## src/rtl/core/pnog_pkg.sv

```systemverilog
// Shared types and constants of the Perlin noise octave generator.
`timescale 1ns / 1ps
package pnog_pkg;
  localparam int TABLE_SIZE = 256;
  localparam int TBL_AW = 8;
  localparam logic [1:0] MODE_LOAD = 2'd0;
  localparam logic [1:0] MODE_NOISE = 2'd1;
  localparam logic [1:0] MODE_OCTAVE = 2'd2;
  localparam logic [4:0] STEP_LAST = 5'd22;

  typedef struct packed {
    logic       accept;
    logic       setup;
    logic       eval;
    logic [4:0] step;
    logic [2:0] oct;
    logic       out_load;
  } pnog_cmd_t;

  typedef struct packed {
    logic [1:0] mode;
  } pnog_status_t;
endpackage

```

## src/rtl/core/pnog_ctrl.sv

```systemverilog
// Controller state machine that sequences loads, noise evaluations and octaves.
`timescale 1ns / 1ps
module pnog_ctrl import pnog_pkg::*; #(
  parameter int OCTAVES = 8
) (
  input  logic         clk,
  input  logic         rst_n,
  input  logic         in_tvalid,
  input  logic [1:0]   in_tuser,
  output logic         in_tready,
  output logic         out_tvalid,
  input  logic         out_tready,
  input  pnog_status_t status,
  output pnog_cmd_t    cmd
);
  typedef enum logic [1:0] {IDLE, SETUP, EVAL, FINISH} state_t;

  state_t     state_r;
  logic [4:0] step_r;
  logic [2:0] oct_r;
  logic       out_valid_r;
  logic       out_free;

  assign out_free = !out_valid_r || out_tready;
  assign in_tready = (state_r == IDLE);
  assign out_tvalid = out_valid_r;

  always_comb begin
    cmd.accept = in_tvalid && (state_r == IDLE);
    cmd.setup = (state_r == SETUP);
    cmd.eval = (state_r == EVAL);
    cmd.step = step_r;
    cmd.oct = oct_r;
    cmd.out_load = (state_r == FINISH) && out_free;
  end

  always_ff @(posedge clk) begin
    if (!rst_n) begin
      state_r <= IDLE;
      step_r <= '0;
      oct_r <= '0;
      out_valid_r <= 1'b0;
    end else begin
      // In FINISH the result register is either reloaded or still held.
      if (out_valid_r && out_tready && state_r != FINISH) begin
        out_valid_r <= 1'b0;
      end
      case (state_r)
        IDLE: begin
          if (in_tvalid) begin
            oct_r <= '0;
            if (in_tuser inside {MODE_NOISE, MODE_OCTAVE}) begin
              state_r <= SETUP;
            end else begin
              state_r <= FINISH;
            end
          end
        end
        SETUP: begin
          step_r <= '0;
          state_r <= EVAL;
        end
        EVAL: begin
          if (step_r == STEP_LAST) begin
            if (status.mode == MODE_OCTAVE && oct_r != 3'(OCTAVES - 1)) begin
              oct_r <= oct_r + 3'd1;
              state_r <= SETUP;
            end else begin
              state_r <= FINISH;
            end
          end else begin
            step_r <= step_r + 5'd1;
          end
        end
        FINISH: begin
          if (out_free) begin
            out_valid_r <= 1'b1;
            state_r <= IDLE;
          end
        end
        default: state_r <= IDLE;
      endcase
    end
  end
endmodule

```

## config.mk

```make
export PLATFORM = sky130hd
export DESIGN_NAME = pnog_ctrl
export DESIGN_NICKNAME = d
export VERILOG_FILES = /design/src/rtl/core/pnog_pkg.sv /design/src/rtl/core/pnog_ctrl.sv
export SDC_FILE = /design/constraint.sdc
export NUM_CORES = 1
export LEC_CHECK = 0
export BUFFER_PORTS_ARGS = -buffer_cell sky130_fd_sc_hd__buf_2
export CAP_MARGIN = 20
export CORE_MARGIN = 2
export CORE_UTILIZATION = 45
export CTS_BUF_LIST = sky130_fd_sc_hd__clkbuf_4 sky130_fd_sc_hd__clkbuf_8
export CTS_CLUSTER_DIAMETER = 60
export DETAILED_ROUTE_END_ITERATION = 8
export PLACE_DENSITY_LB_ADDON = 0.05
export SLEW_MARGIN = 20
export SYNTH_ARGS = -nofsm -noshare
export SYNTH_HDL_FRONTEND = slang
export SYNTH_SLANG_ARGS = --single-unit
```

## constraint.sdc

```tcl
create_clock -name clk -period 2.05 [get_ports clk]
set_clock_uncertainty 0.15 [all_clocks]
set_input_delay 0.1025 -clock clk [delete_from_list [all_inputs] [get_ports clk]]
set_output_delay 0.1025 -clock clk [all_outputs]
set_load 0.05 [all_outputs]
```

Word level (Yosys, flattened, before mapping)
Cells that the tools add are included.
{ "totals": {"ff_bits": 11, "inputBits": 8, "output_inout_bits": 14, "elab_cells": 49} }
{ "classes": {"add_sub_neg": 2, "eq_ne": 14, "mux": 15, "reduce_logical": 14} }
{ "ops": {"columns": ["operator", "n"], "rows": [
  ["2-to-1 mux 2 bit", 5],
  ["one-hot mux 5 bit (2 select lines)", 1],
  ["2-to-1 mux 3 bit", 3],
  ["== test 2 bit (second input constant)", 4],
  ["!= test 2 bit (second input constant)", 4],
  ["one-hot mux 2 bit (4 select lines)", 1],
  ["one-hot mux 3 bit (2 select lines)", 1],
  ["nonzero test 2 bit", 3],
  ["adder 5 x 1 -> 5 bit (second input constant)", 1],
  ["== test 5 bit (second input constant)", 1],
  ["logical AND 1 bit", 5],
  ["2-to-1 mux 5 bit", 1],
  ["== test 2 x 1 -> 1 bit (second input constant)", 2],
  ["!= test 2 x 1 -> 1 bit (second input constant)", 2],
  ["AND reduction 4 bit", 1],
  ["adder 3 x 1 -> 3 bit (second input constant)", 1],
  ["2-to-1 mux 1 bit", 3],
  ["!= test 3 bit (second input constant)", 1],
  ["AND reduction 3 bit", 1],
  ["logical NOT 2 bit", 1],
  ["AND reduction 2 bit", 1],
  ["logical NOT 1 bit", 1],
  ["logical OR 1 bit", 1]
]} }

Logic depth before layout (Yosys ltp)
{ "depth": {"ltp_word": 5, "ltp_mapped": 6, "ltp_nobuf": 5} }

Least setup slack after synthesis
OpenSTA, ideal clock, no wires.
{ "synth_path": {"kind": "reg2reg", "startpoint": "register oct_r[0]", "endpoint": "register oct_r[0]", "arrival_time_ns": 1.854, "setup_slack_ns": -0.074, "path_stages_with_launch": 7, "cell_sequence": "dfxtp_1 -> ha_1 -> ha_1 -> or3b_1 -> or3b_1 -> buf_2 -> mux2i_1"} }
{ "synth_via": {"elab_chain_cells": 4} }
{ "synth_lines": {"columns": ["item", "line_no", "source"], "rows": [
  ["from (decl)", "pnog_ctrl.sv:20", "logic [2:0] oct_r;"],
  ["from (signal assigned)", "pnog_ctrl.sv:66", "oct_r <= oct_r + 3'd1;"],
  ["adder 3 x 1 -> 3 bit or != test 3 bit (tied branches)", "pnog_ctrl.sv:66, pnog_ctrl.sv:65", null],
  ["2-to-1 mux 3 bit or logical AND 1 bit (tied branches)", "pnog_ctrl.sv:65", "if (status.mode == MODE_OCTAVE && oct_r != 3'(OCTAVES - 1)) begin"],
  ["2-to-1 mux 3 bit or != test 2 x 1 -> 1 bit (tied branches)", null, null],
  ["one-hot mux 3 bit (2 select lines) or AND reduction 4 bit (tied branches)", null, null]
]} }
Several ways; a longest one is shown, not always the timed one. The select of a mux whose other input is x is not followed.
A chain may end at the register's enable or synchronous reset.

Final worst setup path
{ "layout_path": {"startpoint": "register oct_r[0]", "endpoint": "register oct_r[2]"} }
The elaborated chain is that of the path after synthesis.

==> impl_metrics.tcl <==
set metrics [dict create \
    critPathMaxFanout 4 \
    tritoncts "yes" \
    p_per_area_mw_per_mm2 730.4 \
    mostFrequentLayoutCell "buf_2" \
    drt_first_pass_iters 4 \
    routabilityCongestion 0.7096 \
    synthTopCellsByArea "dfxtp_1, ha_1, mux2i_1, nand3_1, nand2b_1" \
    synth-seq-cells 11 \
    slew_violations 0 \
    syn_inst 77 \
    overflow 0 \
    cp.depth 5 \
    antenna_cells 0 \
    setup.worst_path.end_class "flip-flop" \
    critical_path_class "flip-flop to flip-flop" \
    coreArea_mm2 0.001318 \
    r2r_end "oct_r[2]$_SDFFE_PN0P_" \
    vias_per_cell 5.478 \
    root_buffer "clkbuf_4" \
    finalPower_mw 0.5721 \
    dr.first_iter.drc_count 17 \
    portBuffers 21 \
    fin_hold_ws_ns 0.01806 \
    relSlewSlack_pct 77.13 \
    fin_util_pct 59.45 \
    ys_seq_area_share_pct 34.51 \
    synth_cell_types 32 \
    synth_top_area_share_pct 34.51 \
    start_kind "flip-flop" \
    endpoint "oct_r[2]$_SDFFE_PN0P_" \
    hold_path.class "input port to flip-flop" \
    placed_cells 109 \
    grt_pass1_wl_um 2277 \
    start_util_pct 48.43 \
    finalNonFillerCells 113 \
    critPathTopFamily "simple AND/OR/NAND/NOR gates" \
    final_cell_mix "buf_2, dfxtp_1, inv_1, nand2_1, nand3_1" \
    drc_errors 0 \
    rsz0062_at_grt "no" \
    finalHoldViolations 0 \
    clkLatencyLatePin_ns 0.27 \
    worstPathArrival_ns 1.92 \
    cts_setup_buffers 0 \
    syn2layout_area_growth_pct 22.75 \
    wl_per_cell_um 12.44 \
    avgSynthCellArea_um2 8.287 \
    crit_path_start "oct_r[0]$_SDFFE_PN0P_" \
    clk_path_buf_depth 2 \
    hold_buffers 0 \
    cp_slowest_cell "or3b_1" \
    numCtsBuffers 3 \
    yosys_most_used_dff "dfxtp_1" \
    status "complete, no violations" \
    finalSetupViolCount 0 \
    die-width_um 41.66 \
    die-area_mm2 0.001735 \
    rows 13 \
    numClockSinks 11 \
    path_cells "ha_1, ha_1, or3b_1, or3b_1, mux2i_1" \
    drive_above_1_share_pct 31.63 \
    synth_nets 89 \
    cts_resized 0 \
    io_pins 22 \
    peakVddDrop_v 0.0005474 \
    max_freq_ghz 0.5254 \
    r2r_cells 5 \
    synth_area_leader_cell "dfxtp_1" \
    tightestPinTransition_ns 0.3426 \
    critical_path_buf_inv_count 0 \
    dp_hpwl_um 1029 \
    grt_pass1_vias 511 \
    reg2reg_slack_ns 0.15 \
    crit_path_max_incr_delay_ns 0.44 \
    tns_ns 0 \
    yosysWarnings 0 \
    async_reset_ff_share_pct 0 \
    cp.required_ns 2.07 \
    die_h_um 41.66 \
    htreeDepth 1 \
    gr-usage-all-layers_pct 16.91 \
    reg2reg_from "oct_r[0]$_SDFFE_PN0P_" \
    netlist_area_um2 638.1 \
    vias 619 \
    grt_max_degree 13 \
    synth-edff-count 0 \
    fin_nets 111 \
    path_clk_slew_ns 0.08 \
    ant_nets 0 \
    p_leak_nw 0.3926 \
    period_minus_slack_ns 1.903 \
    post-route-period-util_pct 92.85 \
    drv_cap 0 \
    antenna_found_initial 0 \
    wirelength_um 1406 \
]
## worst reg2reg max path, stage by stage (launching register included)
cell     delay, ns
dfxtp_2       0.34
ha_1          0.19
ha_1          0.16
or3b_1        0.36
or3b_1        0.44
mux2i_1       0.15
## how the worst min path moves through the flow
stage | startpoint | end | slack (ns) | depth (start not counted)
floorplan | rst_n | oct_r[0]$_SDFFE_PN0P_ | 0.1 | 2
global placement | out_tready | out_tvalid$_SDFF_PN0_ | 0.31 | 4
detailed placement | out_tready | out_tvalid$_SDFF_PN0_ | 0.31 | 4
CTS | out_tready | out_tvalid$_SDFF_PN0_ | 0.02 | 4
global route | rst_n | oct_r[2]$_SDFFE_PN0P_ | 0.03 | 3
finish | out_tready | out_tvalid$_SDFF_PN0_ | 0.02 | 4
## power breakdown
group	internal [mW]	leakage (nW)	switching, mW
clock network	0.0887	0.0184	0.0824
logic	0.0456	0.283	0.117
registers	0.224	0.0908	0.0136
total	0.359	0.393	0.213
## cell type report
type	instances	area (µm²)
fill	118	534.3
multi-input combinational	55	375.4
sequential	11	224.0
timing repair buffer	22	112.6
clock buffer	4	30.03
inverter	6	22.52
tap	15	18.77
## flip-flops by register name, summed over array words and instances, names as in the netlist
register / flops
oct_r: 3
out_tvalid: 1
step_r: 5
state_r: 2
## metrics by stage
step | cell area, µm² | setup slack (ns)
after floorplan | 641.9 | 0.02823
after global placement | 753.2 | 0.1721
after detailed placement | 753.2 | 0.1525
after CTS | 783.3 | 0.1371
after global routing | 783.3 | 0.06033
final | 783.3 | 0.1467
## kinds of logic (layout without fill, tap and decap cells)
group,Yosys count,after routing,share of synthesized area [%]
mux,4,4,6.275
buf+inv,11,32,6.665
flops,11,11,34.51
fa+ha+maj,4,4,7.843
simple gates,33,33,29.41
xor+xnor,1,1,1.373
compound gates,13,13,13.93
## layer usage
layer / global-route usage, % / wire length, µm / part of all wire (%) / vias to the layer above
li1: - / - / - / 313
met1: 21.83 / 690 / 49 / 284
met2: 25.62 / 598 / 43 / 18
met3: 5.217 / 90 / 6.4 / 4
met4: 7.742 / 25 / 1.8 / 0
met5: 0 / 0 / 0 / -
## synthesized netlist by cell type (2+ instances only)
master,number
mux2i_1,4
a21oi_1,2
nand2b_1,4
nand3_1,6
dfxtp_1,11
nor2_1,5
or3b_1,2
nand2_1,6
inv_1,6
clkbuf_1,4
o21ai_0,2
ha_1,4
or3_1,2
Note: power is estimated with default switching activity, not from simulation.
